===== src/design/dsf_pkg.sv =====
// Shared types, constants and helpers for the synthesizer serial command framer.
`default_nettype none

package dsf_pkg;

  typedef enum logic [1:0] {
    OP_FREQ     = 2'd0,
    OP_AMP      = 2'd1,
    OP_PHASE    = 2'd2,
    OP_FREQ_ALL = 2'd3
  } dsf_op_t;

  localparam logic [1:0] CFG_SELECT = 2'd0;
  localparam logic [1:0] CFG_FREQ   = 2'd1;
  localparam logic [1:0] CFG_AMP    = 2'd2;
  localparam logic [1:0] CFG_PHASE  = 2'd3;

  localparam logic [6:0] SELECT_ADDR_RESET = 7'd0;
  localparam logic [6:0] FREQ_ADDR_RESET   = 7'd4;
  localparam logic [6:0] AMP_ADDR_RESET    = 7'd6;
  localparam logic [6:0] PHASE_ADDR_RESET  = 7'd5;

  localparam logic [15:0] AMP_ENABLE  = 16'h1000;
  localparam logic [7:0]  SELECT_BASE = 8'h10;

  // The tuning word is hz * 2^32 / 500e6 = hz * 2^24 / 5^9. It is taken as
  // (hz * ceil(2^75 / 5^9)) >> 51, which is exact for every 29-bit hz.
  localparam int unsigned FTW_SHIFT = 51;
  localparam logic [75:0] FTW_RECIP_FULL =
    ((76'd1 << 75) + 76'd1953124) / 76'd1953125;
  localparam logic [54:0] FTW_RECIP    = FTW_RECIP_FULL[54:0];
  localparam logic [31:0] FTW_RECIP_LO = FTW_RECIP[31:0];
  localparam logic [22:0] FTW_RECIP_HI = FTW_RECIP[54:32];

  // Phase offset is floor((r + 720) / 1440) = floor(((r + 720) >> 5) / 45),
  // and the division by 45 is (m * ceil(2^26 / 45)) >> 26, exact for m < 2^20.
  localparam logic [24:0] PHASE_FULL  = 25'd23592960;
  localparam logic [24:0] PHASE_ROUND = 25'd720;
  localparam int unsigned PH_SHIFT = 26;
  localparam logic [26:0] PH_RECIP_FULL = ((27'd1 << 26) + 27'd44) / 27'd45;
  localparam logic [20:0] PH_RECIP = PH_RECIP_FULL[20:0];

  typedef struct packed {
    logic [6:0] select_addr;
    logic [6:0] freq_addr;
    logic [6:0] amp_addr;
    logic [6:0] phase_addr;
  } dsf_addr_t;

  typedef struct packed {
    dsf_op_t     op;
    logic [1:0]  channel;
    logic [31:0] value;
  } dsf_cmd_t;

  // Index of the final byte of one select-plus-value frame pair.
  function automatic logic [2:0] last_index(dsf_op_t op);
    logic [2:0] idx;
    case (op)
      OP_FREQ:     idx = 3'd6;
      OP_FREQ_ALL: idx = 3'd6;
      OP_AMP:      idx = 3'd5;
      OP_PHASE:    idx = 3'd4;
      default:     idx = 3'd6;
    endcase
    return idx;
  endfunction

endpackage

`default_nettype wire


===== src/design/dsf_cmd_if.sv =====
// Command request channel: op, channel and the three value fields.
`default_nettype none

interface dsf_cmd_if;
  logic               valid;
  logic               ready;
  logic [1:0]         op;
  logic [2:0]         channel;
  logic [28:0]        frequency_hz;
  logic [15:0]        amplitude_word;
  logic signed [25:0] phase_deg_q16;

  modport source(output valid, op, channel, frequency_hz, amplitude_word, phase_deg_q16,
                 input ready);
  modport sink(input valid, op, channel, frequency_hz, amplitude_word, phase_deg_q16,
               output ready);
endinterface

`default_nettype wire


===== src/design/dsf_byte_if.sv =====
// Serial byte channel: one byte per request with frame and command end marks.
`default_nettype none

interface dsf_byte_if;
  logic       valid;
  logic       ready;
  logic [7:0] spi_byte;
  logic       frame_end;
  logic       last;

  modport source(output valid, spi_byte, frame_end, last, input ready);
  modport sink(input valid, spi_byte, frame_end, last, output ready);
endinterface

`default_nettype wire


===== src/design/dsf_calc.sv =====
// Three-stage arithmetic pipeline that turns a command into a register value.
`default_nettype none

module dsf_calc
  import dsf_pkg::*;
#(
  parameter int NUM_CHANNELS = 4
) (
  input  wire logic         clk,
  input  wire logic         rst,
  dsf_cmd_if.sink           cmd,
  output dsf_cmd_t          res,
  output logic              res_valid,
  input  wire logic         res_ready
);

  logic rdy1, rdy2, rdy3;

  // Stage 1: operand capture and phase clamp.
  logic        v1;
  dsf_op_t     op1;
  logic [1:0]  ch1;
  logic [28:0] hz1;
  logic [15:0] amp1;
  logic [19:0] m1;

  // Stage 2: products.
  logic        v2;
  dsf_op_t     op2;
  logic [1:0]  ch2;
  logic [15:0] amp2;
  logic [60:0] plo2;
  logic [51:0] phi2;
  logic [40:0] pm2;

  // Stage 3: finished value.
  logic        v3;
  dsf_cmd_t    r3;

  dsf_op_t     in_op;
  logic        in_keep;
  logic [24:0] ph_clamp;
  logic [24:0] ph_num;
  logic [83:0] ftw_sum;
  logic [31:0] value_next;

  assign rdy3 = !v3 || res_ready;
  assign rdy2 = !v2 || rdy3;
  assign rdy1 = !v1 || rdy2;
  assign cmd.ready = rdy1;

  assign in_op   = dsf_op_t'(cmd.op);
  assign in_keep = (in_op == OP_FREQ_ALL) || (cmd.channel < 3'(NUM_CHANNELS));

  always_comb begin
    if (cmd.phase_deg_q16[25]) begin
      ph_clamp = '0;
    end else if (cmd.phase_deg_q16[24:0] > PHASE_FULL) begin
      ph_clamp = PHASE_FULL;
    end else begin
      ph_clamp = cmd.phase_deg_q16[24:0];
    end
    ph_num = PHASE_FULL - ph_clamp + PHASE_ROUND;
  end

  assign ftw_sum = {phi2, 32'b0} + {23'b0, plo2};

  always_comb begin
    case (op2)
      OP_AMP:   value_next = {16'b0, amp2};
      OP_PHASE: value_next = {17'b0, pm2[40:PH_SHIFT]};
      default:  value_next = ftw_sum[FTW_SHIFT+31:FTW_SHIFT];
    endcase
  end

  always_ff @(posedge clk) begin
    if (rst) begin
      v1 <= 1'b0;
      v2 <= 1'b0;
      v3 <= 1'b0;
    end else begin
      if (rdy1) begin
        v1 <= cmd.valid && in_keep;
      end
      if (rdy2) begin
        v2 <= v1;
      end
      if (rdy3) begin
        v3 <= v2;
      end
    end
  end

  always_ff @(posedge clk) begin
    if (rdy1) begin
      op1  <= in_op;
      ch1  <= cmd.channel[1:0];
      hz1  <= cmd.frequency_hz;
      amp1 <= cmd.amplitude_word | AMP_ENABLE;
      m1   <= ph_num[24:5];
    end
    if (rdy2) begin
      op2  <= op1;
      ch2  <= ch1;
      amp2 <= amp1;
      plo2 <= 61'(hz1) * 61'(FTW_RECIP_LO);
      phi2 <= 52'(hz1) * 52'(FTW_RECIP_HI);
      pm2  <= 41'(m1) * 41'(PH_RECIP);
    end
    if (rdy3) begin
      r3.op      <= op2;
      r3.channel <= ch2;
      r3.value   <= value_next;
    end
  end

  assign res       = r3;
  assign res_valid = v3;

endmodule

`default_nettype wire


===== src/design/dsf_serializer.sv =====
// Byte sequencer that emits the select and value frames of one command.
`default_nettype none

module dsf_serializer
  import dsf_pkg::*;
#(
  parameter int NUM_CHANNELS = 4
) (
  input  wire logic         clk,
  input  wire logic         rst,
  input  wire dsf_addr_t    addr,
  input  wire dsf_cmd_t     req,
  input  wire logic         req_valid,
  output logic              req_ready,
  dsf_byte_if.source        spi
);

  logic        busy;
  dsf_cmd_t    cur;
  logic [2:0]  idx;
  logic [1:0]  ch_cur;

  logic        out_valid;
  logic [7:0]  out_byte;
  logic        out_frame_end;
  logic        out_last;

  logic        adv;
  logic [2:0]  lidx;
  logic [1:0]  bsel;
  logic        pair_end;
  logic        cmd_end;
  logic [1:0]  ch_sel;
  logic [6:0]  val_addr;
  logic [7:0]  byte_next;

  assign adv      = !out_valid || spi.ready;
  assign lidx     = last_index(cur.op);
  assign bsel     = 2'(lidx - idx);
  assign pair_end = (idx == lidx);
  assign cmd_end  = pair_end &&
                    ((cur.op != OP_FREQ_ALL) || (ch_cur == 2'(NUM_CHANNELS - 1)));
  assign ch_sel   = (cur.op == OP_FREQ_ALL) ? ch_cur : cur.channel;
  assign req_ready = !busy || (adv && cmd_end);

  always_comb begin
    case (cur.op)
      OP_AMP:   val_addr = addr.amp_addr;
      OP_PHASE: val_addr = addr.phase_addr;
      default:  val_addr = addr.freq_addr;
    endcase
  end

  always_comb begin
    case (idx)
      3'd0:    byte_next = {1'b0, addr.select_addr};
      3'd1:    byte_next = SELECT_BASE << ch_sel;
      3'd2:    byte_next = {1'b0, val_addr};
      default: byte_next = cur.value[{bsel, 3'b000} +: 8];
    endcase
  end

  always_ff @(posedge clk) begin
    if (rst) begin
      busy      <= 1'b0;
      out_valid <= 1'b0;
      idx       <= '0;
      ch_cur    <= '0;
    end else begin
      if (adv) begin
        out_valid <= busy;
      end
      if (req_ready) begin
        busy <= req_valid;
      end
      if (req_ready && req_valid) begin
        idx    <= '0;
        ch_cur <= '0;
      end else if (busy && adv) begin
        if (pair_end) begin
          idx    <= '0;
          ch_cur <= ch_cur + 2'd1;
        end else begin
          idx <= idx + 3'd1;
        end
      end
    end
  end

  always_ff @(posedge clk) begin
    if (req_ready && req_valid) begin
      cur <= req;
    end
    if (busy && adv) begin
      out_byte      <= byte_next;
      out_frame_end <= (idx == 3'd1) || pair_end;
      out_last      <= cmd_end;
    end
  end

  assign spi.valid     = out_valid;
  assign spi.spi_byte  = out_byte;
  assign spi.frame_end = out_frame_end;
  assign spi.last      = out_last;

endmodule

`default_nettype wire


===== src/design/dds_spi_command_framer_core.sv =====
// A request passes the calc pipeline stages and the sequencer command and output registers.
// Throughput: one byte per cycle from the byte sequencer while spi.ready is high, so seven
// bytes for a frequency command, six for amplitude, five for phase and seven per channel for
// the all-channel command; a command to a channel that does not exist makes no bytes.
// Reset clears the pipeline valid bits and the sequencer and loads the register addresses
// with their defaults.
`default_nettype none

module dds_spi_command_framer_core
  import dsf_pkg::*;
#(
  parameter int NUM_CHANNELS = 4
) (
  input  wire logic        clk,
  input  wire logic        rst,
  dsf_cmd_if.sink          cmd,
  dsf_byte_if.source       spi,
  input  wire logic        cfg_wr_en,
  input  wire logic [1:0]  cfg_index,
  input  wire logic [6:0]  cfg_data
);

  dsf_addr_t addr;
  dsf_cmd_t  calc_res;
  logic      calc_valid;
  logic      calc_ready;

  always_ff @(posedge clk) begin
    if (rst) begin
      addr.select_addr <= SELECT_ADDR_RESET;
      addr.freq_addr   <= FREQ_ADDR_RESET;
      addr.amp_addr    <= AMP_ADDR_RESET;
      addr.phase_addr  <= PHASE_ADDR_RESET;
    end else if (cfg_wr_en) begin
      case (cfg_index)
        CFG_SELECT: addr.select_addr <= cfg_data;
        CFG_FREQ:   addr.freq_addr   <= cfg_data;
        CFG_AMP:    addr.amp_addr    <= cfg_data;
        CFG_PHASE:  addr.phase_addr  <= cfg_data;
        default:    addr.select_addr <= addr.select_addr;
      endcase
    end
  end

  dsf_calc #(
    .NUM_CHANNELS(NUM_CHANNELS)
  ) u_calc (
    .clk       (clk),
    .rst       (rst),
    .cmd       (cmd),
    .res       (calc_res),
    .res_valid (calc_valid),
    .res_ready (calc_ready)
  );

  dsf_serializer #(
    .NUM_CHANNELS(NUM_CHANNELS)
  ) u_serializer (
    .clk       (clk),
    .rst       (rst),
    .addr      (addr),
    .req       (calc_res),
    .req_valid (calc_valid),
    .req_ready (calc_ready),
    .spi       (spi)
  );

endmodule

`default_nettype wire


===== src/flat_wrapper.sv =====
// flat-port wrapper written by rule: the top's interface ports become plain ports
module dds_spi_command_framer_core_flat import dsf_pkg::*;
#(
  parameter int NUM_CHANNELS = 4
)
  (clk, rst, cfg_wr_en, cfg_index, cfg_data, cmd_valid, cmd_op, cmd_channel, cmd_frequency_hz, cmd_amplitude_word, cmd_phase_deg_q16, cmd_ready, spi_valid, spi_spi_byte, spi_frame_end, spi_last, spi_ready);
  dsf_cmd_if cmd_i ();
  dsf_byte_if spi_i ();
  input  wire logic clk;
  input  wire logic rst;
  input  wire logic cfg_wr_en;
  input  wire logic [1:0] cfg_index;
  input  wire logic [6:0] cfg_data;
  input wire logic [$bits(cmd_i.valid)-1:0] cmd_valid;
  input wire logic [$bits(cmd_i.op)-1:0] cmd_op;
  input wire logic [$bits(cmd_i.channel)-1:0] cmd_channel;
  input wire logic [$bits(cmd_i.frequency_hz)-1:0] cmd_frequency_hz;
  input wire logic [$bits(cmd_i.amplitude_word)-1:0] cmd_amplitude_word;
  input wire logic [$bits(cmd_i.phase_deg_q16)-1:0] cmd_phase_deg_q16;
  output wire logic [$bits(cmd_i.ready)-1:0] cmd_ready;
  output wire logic [$bits(spi_i.valid)-1:0] spi_valid;
  output wire logic [$bits(spi_i.spi_byte)-1:0] spi_spi_byte;
  output wire logic [$bits(spi_i.frame_end)-1:0] spi_frame_end;
  output wire logic [$bits(spi_i.last)-1:0] spi_last;
  input wire logic [$bits(spi_i.ready)-1:0] spi_ready;
  assign cmd_i.valid = cmd_valid;
  assign cmd_i.op = cmd_op;
  assign cmd_i.channel = cmd_channel;
  assign cmd_i.frequency_hz = cmd_frequency_hz;
  assign cmd_i.amplitude_word = cmd_amplitude_word;
  assign cmd_i.phase_deg_q16 = cmd_phase_deg_q16;
  assign cmd_ready = cmd_i.ready;
  assign spi_valid = spi_i.valid;
  assign spi_spi_byte = spi_i.spi_byte;
  assign spi_frame_end = spi_i.frame_end;
  assign spi_last = spi_i.last;
  assign spi_i.ready = spi_ready;
  dds_spi_command_framer_core #(.NUM_CHANNELS(NUM_CHANNELS)) u_core (.clk(clk), .rst(rst), .cmd(cmd_i), .spi(spi_i), .cfg_wr_en(cfg_wr_en), .cfg_index(cfg_index), .cfg_data(cfg_data));
endmodule

===== config.mk =====
export PLATFORM = sky130hd
export DESIGN_NAME = dds_spi_command_framer_core_flat
export DESIGN_NICKNAME = d
export VERILOG_FILES = /design/src/design/dsf_pkg.sv /design/src/design/dsf_cmd_if.sv /design/src/design/dsf_byte_if.sv /design/src/design/dsf_calc.sv /design/src/design/dsf_serializer.sv /design/src/design/dds_spi_command_framer_core.sv /design/src/flat_wrapper.sv
export SDC_FILE = /design/constraint.sdc
export NUM_CORES = 2
export LEC_CHECK = 0
export BUFFER_PORTS_ARGS = -buffer_cell sky130_fd_sc_hd__clkbuf_2
export CAP_MARGIN = 30
export CORE_AREA = 4 4 286 288
export DETAILED_ROUTE_END_ITERATION = 10
export DIE_AREA = 0 0 290 292
export HOLD_SLACK_MARGIN = 0.02
export PLACE_DENSITY = 0.79
export SETUP_SLACK_MARGIN = 0.1
export SLEW_MARGIN = 20
export SYNTH_ARGS = -nofsm -noshare
export SYNTH_HDL_FRONTEND = slang
export SYNTH_SLANG_ARGS = --single-unit

===== constraint.sdc =====
create_clock -name clk -period 9.25 [get_ports clk]
set_input_delay 0.925 -clock clk [delete_from_list [all_inputs] [get_ports clk]]
set_output_delay 0.925 -clock clk [all_outputs]
set_load 0.02 [all_outputs]

==> flow_summary.json <==
{
  "status": "finished clean",
  "slew_viol_final": 0,
  "die_height_um": 292,
  "io-pin-count": 102,
  "cts-root-buf": "clkbuf_16",
  "synth_edf_count": 264,
  "initial_core_util_pct": 54.9,
  "setup_viol": 0,
  "first_global_vias": 30700,
  "die_width_um": 290,
  "worst_path_max_delay_cell": "edfxtp_1",
  "place_congestion": 1.01,
  "grt_pass1_wl_um": 168000,
  "synth_fp_nets": 5582,
  "cp_max_fo": 8,
  "post_drt_wl_per_cell_um": 20.3,
  "cts_max_level": 1,
  "dpl.hpwl_um": 91600,
  "fp.coreArea_mm2": 0.0789,
  "crit_required_ps": 9630,
  "clkTransAtPathRegs_ps": 70,
  "synthFlopType": "edfxtp_1",
  "ant_nets": 0,
  "syn_area_mm2": 0.0433,
  "cts_tree": "done",
  "grt_usage_pct": 25.4,
  "cts_buffers": 31,
  "crit_arrival_ps": 8550,
  "tns_ps": 0,
  "n_fill_cell": 6462,
  "clockBufferDepth": 3,
  "path_delay_family": "adder cells",
  "viasPerCell": 5.44,
  "path_common_cell": "fa_1",
  "synth_compound_area_share_pct": 7.29,
  "grt_max_degree": 85,
  "hold-worst-slack_ps": 414,
  "hp-class": "flip-flop to flip-flop",
  "rsz0062_at_grt": "no",
  "pre_cts_ws_ps": 1210,
  "worst_pin_slew_ps": 964,
  "ys_ff_latch": 302,
  "ys.warnings.count": 0,
  "vias": 28400,
  "grt_overflow_total": 0,
  "crit_chain": "buf_4, ha_1, inv_1, fa_1, fa_1, fa_1, inv_1, fa_1, fa_1, fa_1, fa_1, ha_1, a21o_1, a31o_2, a32oi_1, nand3_1, o21ai_2, a211oi_1, o21ai_0, nand3_1, a21oi_1, xnor2_1",
  "timing.fmax_ghz": 0.122,
  "clock_sinks": 302,
  "min_period_ps": 8180,
  "die_area_mm2": 0.0847,
  "critical_path_buf_inv_count": 3,
  "report.final.hold_viol_count": 0,
  "async_flop_share_pct": 0,
  "clock_skew_ps": 37.5,
  "seq_area_frac_synth_pct": 20.1,
  "setup_slack_ps": 1070,
  "clock_latency_ps": 620,
  "synth_xor_area_share_pct": 2.63,
  "worstSetupPathType": "flip-flop to flip-flop",
  "syn_to_final_growth_pct": 6.83,
  "antenna_found_initial": 2,
  "synthMuxAreaShare_pct": 0.996,
  "drt_iter0_drc": 1678,
  "timing.final.crit_share_pct": 88.4,
  "final_nets": 5708,
  "critPathLaunchType": "flip-flop",
  "yosysUniqueCellTypes": 79,
  "synth_top_family_by_area": "adder cells",
  "cts_resized": 0,
  "maxCapViolations": 0,
  "seqCellArea_mm2": 0.00869,
  "multiInputGateArea_mm2": 0.0305,
  "cp-end-kind": "flip-flop",
  "synth_adder_area_share_pct": 54.0,
  "synthCells": 4006,
  "first_pass_iters": 5,
  "slew_headroom_pct": 35.7,
  "cts_setup_buffers": 0,
  "cts_hold_buf": 0,
  "portBuffers": 100,
  "syn_avg_cell_area_um2": 10.8,
  "slowest_delay_ps": 780,
  "synthSimpleGateAreaFrac_pct": 5.45,
  "final_layout_size_suffix_gt1_share_pct": 5.58,
  "floorplan.rows": 103,
  "drc": 0,
  "wl_um": 106000
}
-- registers in the layout, indices dropped and copies added, names as in the netlist --
register and flops:
u_core.u_calc.ch1 2, u_core.u_calc.plo2 31, u_core.u_calc.m1 20, u_core.u_calc.pm2 15, u_core.u_serializer.idx 3, u_core.u_calc.phi2 49
u_core.u_calc.v2 1, u_core.u_calc.hz1 29, u_core.u_serializer.cur 36, u_core.u_calc.v1 1, u_core.u_calc.op2 2, u_core.u_calc.res_valid 1
u_core.u_calc.res 36, u_core.u_calc.amp1 15, u_core.u_serializer.spi.frame_end 1, u_core.addr 28, u_core.u_serializer.spi.valid 1, u_core.u_serializer.busy 1
u_core.u_serializer.ch_cur 2, u_core.u_serializer.spi.spi_byte 8, u_core.u_calc.op1 2, u_core.u_calc.amp2 15, u_core.u_serializer.spi.last 1, u_core.u_calc.ch2 2
-- synth_stat cells (4+ instances only) --
library cell     n  area (um2)
a2111oi_0        4        35.0
a211o_1          7        61.3
a211oi_1        12        90.1
a21o_1          73         548
a21oi_1        166         831
a221o_1          8        80.1
a221oi_1        19         166
a22oi_1         10        75.1
a31o_2           5        43.8
a31oi_1         11        68.8
and2_1          18         113
and3_1          21         131
and4_1           7        61.3
clkbuf_1        44         165
dfxtp_1         38         761
edfxtp_1       264        7930
fa_1           640       12800
ha_1           846       10600
inv_1         1056        3960
mux2i_1         24         240
mux4_2           8         180
nand2_1        108         405
nand2b_1        19         119
nand3_1         44         220
nand3b_1         7        52.6
nand4_1         27         169
nand4b_1         4        35.0
nor2_1         114         428
nor2b_1         26         163
nor3_1          33         165
nor4_1           9        56.3
o2111ai_1        5        43.8
o211ai_1        15         113
o21a_1          17         128
o21ai_0         65         325
o21bai_1         8        60.1
o221ai_1         5        43.8
o22ai_1          4        25.0
o311ai_0         4        35.0
o31ai_1         12        90.1
or2_2           13        81.3
xnor2_1         71         622
xor2_1          59         517
-- cells by family after synthesis --
kind of cell	count (synthesis)
AO/OA/AOI/OAI	481
XOR/XNOR	130
adder cells (fa/ha/maj)	1486
buffers and inverters	1106
flip-flops	302
multiplexers	33
AND/OR/NAND/NOR	468
-- worst paths after layout --
check,startpoint,to,slack (ps),depth (start not counted)
worst max-delay path,u_core.u_calc.hz1[12],u_core.u_calc.plo2[59],1070,22
worst min-delay path,u_core.u_calc.res[13],u_core.u_serializer.cur[13],410,0
worst min register to register,u_core.u_calc.res[13],u_core.u_serializer.cur[13],410,0
worst max register to register,u_core.u_calc.hz1[12],u_core.u_calc.plo2[59],1070,22
-- cells in the final DEF, fill, tap and decap left out, types with 7 or more instances in the layout --
master | Yosys | final
inv_1 | 1056 | 1056
ha_1 | 846 | 846
fa_1 | 640 | 640
edfxtp_1 | 264 | 264
a21oi_1 | 166 | 166
nor2_1 | 114 | 114
nand2_1 | 108 | 107
clkbuf_2 | 1 | 100
a21o_1 | 73 | 73
xnor2_1 | 71 | 71
o21ai_0 | 65 | 65
xor2_1 | 59 | 59
nand3_1 | 44 | 43
buf_4 | 0 | 39
dfxtp_1 | 38 | 38
nor3_1 | 33 | 33
clkbuf_16 | 0 | 31
nand4_1 | 27 | 27
nor2b_1 | 26 | 26
mux2i_1 | 24 | 24
and3_1 | 21 | 21
nand2b_1 | 19 | 19
a221oi_1 | 19 | 19
and2_1 | 18 | 18
o21a_1 | 17 | 17
o211ai_1 | 15 | 15
or2_2 | 13 | 13
a211oi_1 | 12 | 12
o31ai_1 | 12 | 12
a31oi_1 | 11 | 11
a22oi_1 | 10 | 10
nor4_1 | 9 | 9
o21bai_1 | 8 | 8
a221o_1 | 8 | 8
mux4_2 | 8 | 8
clkbuf_1 | 44 | 8
and4_1 | 7 | 7
nand3b_1 | 7 | 7
a211o_1 | 7 | 7
-- routing by layer --
layer | track usage [%] | vias up | wire, um
li1 | - | 13300 | -
met2 | 43.1 | 872 | 50700
met5 | 0 | - | 0
met4 | 9.48 | 0 | 4810
met3 | 3.79 | 242 | 6790
met1 | 33.2 | 13900 | 43600
-- layout make-up --
| class | instances | area share (%) |
|---|---|---|
| multi-input combinational | 2598 | 65.9 |
| clock buffer | 39 | 1.74 |
| inverter | 1056 | 8.56 |
| sequential | 302 | 18.8 |
| tap | 1050 | 2.84 |
| antenna | 3 | 0.0162 |
| timing repair buffer | 143 | 1.80 |
| clock inverter | 18 | 0.368 |
-- metrics by stage --
stage / cell area (um2) / cells / utilization, %
6_report: 46300 / 5209 / 58.7
3_3_place_gp: 45300 / 5144 / 57.4
5_1_grt: 46300 / 5206 / 58.7
3_5_place_dp: 45300 / 5148 / 57.4
4_1_cts: 46300 / 5205 / 58.7
2_1_floorplan: 43300 / 4006 / -
Power is left out: the tool's default activity adds up to more than one toggle a clock period on the data nets, which glitch-free logic cannot reach.
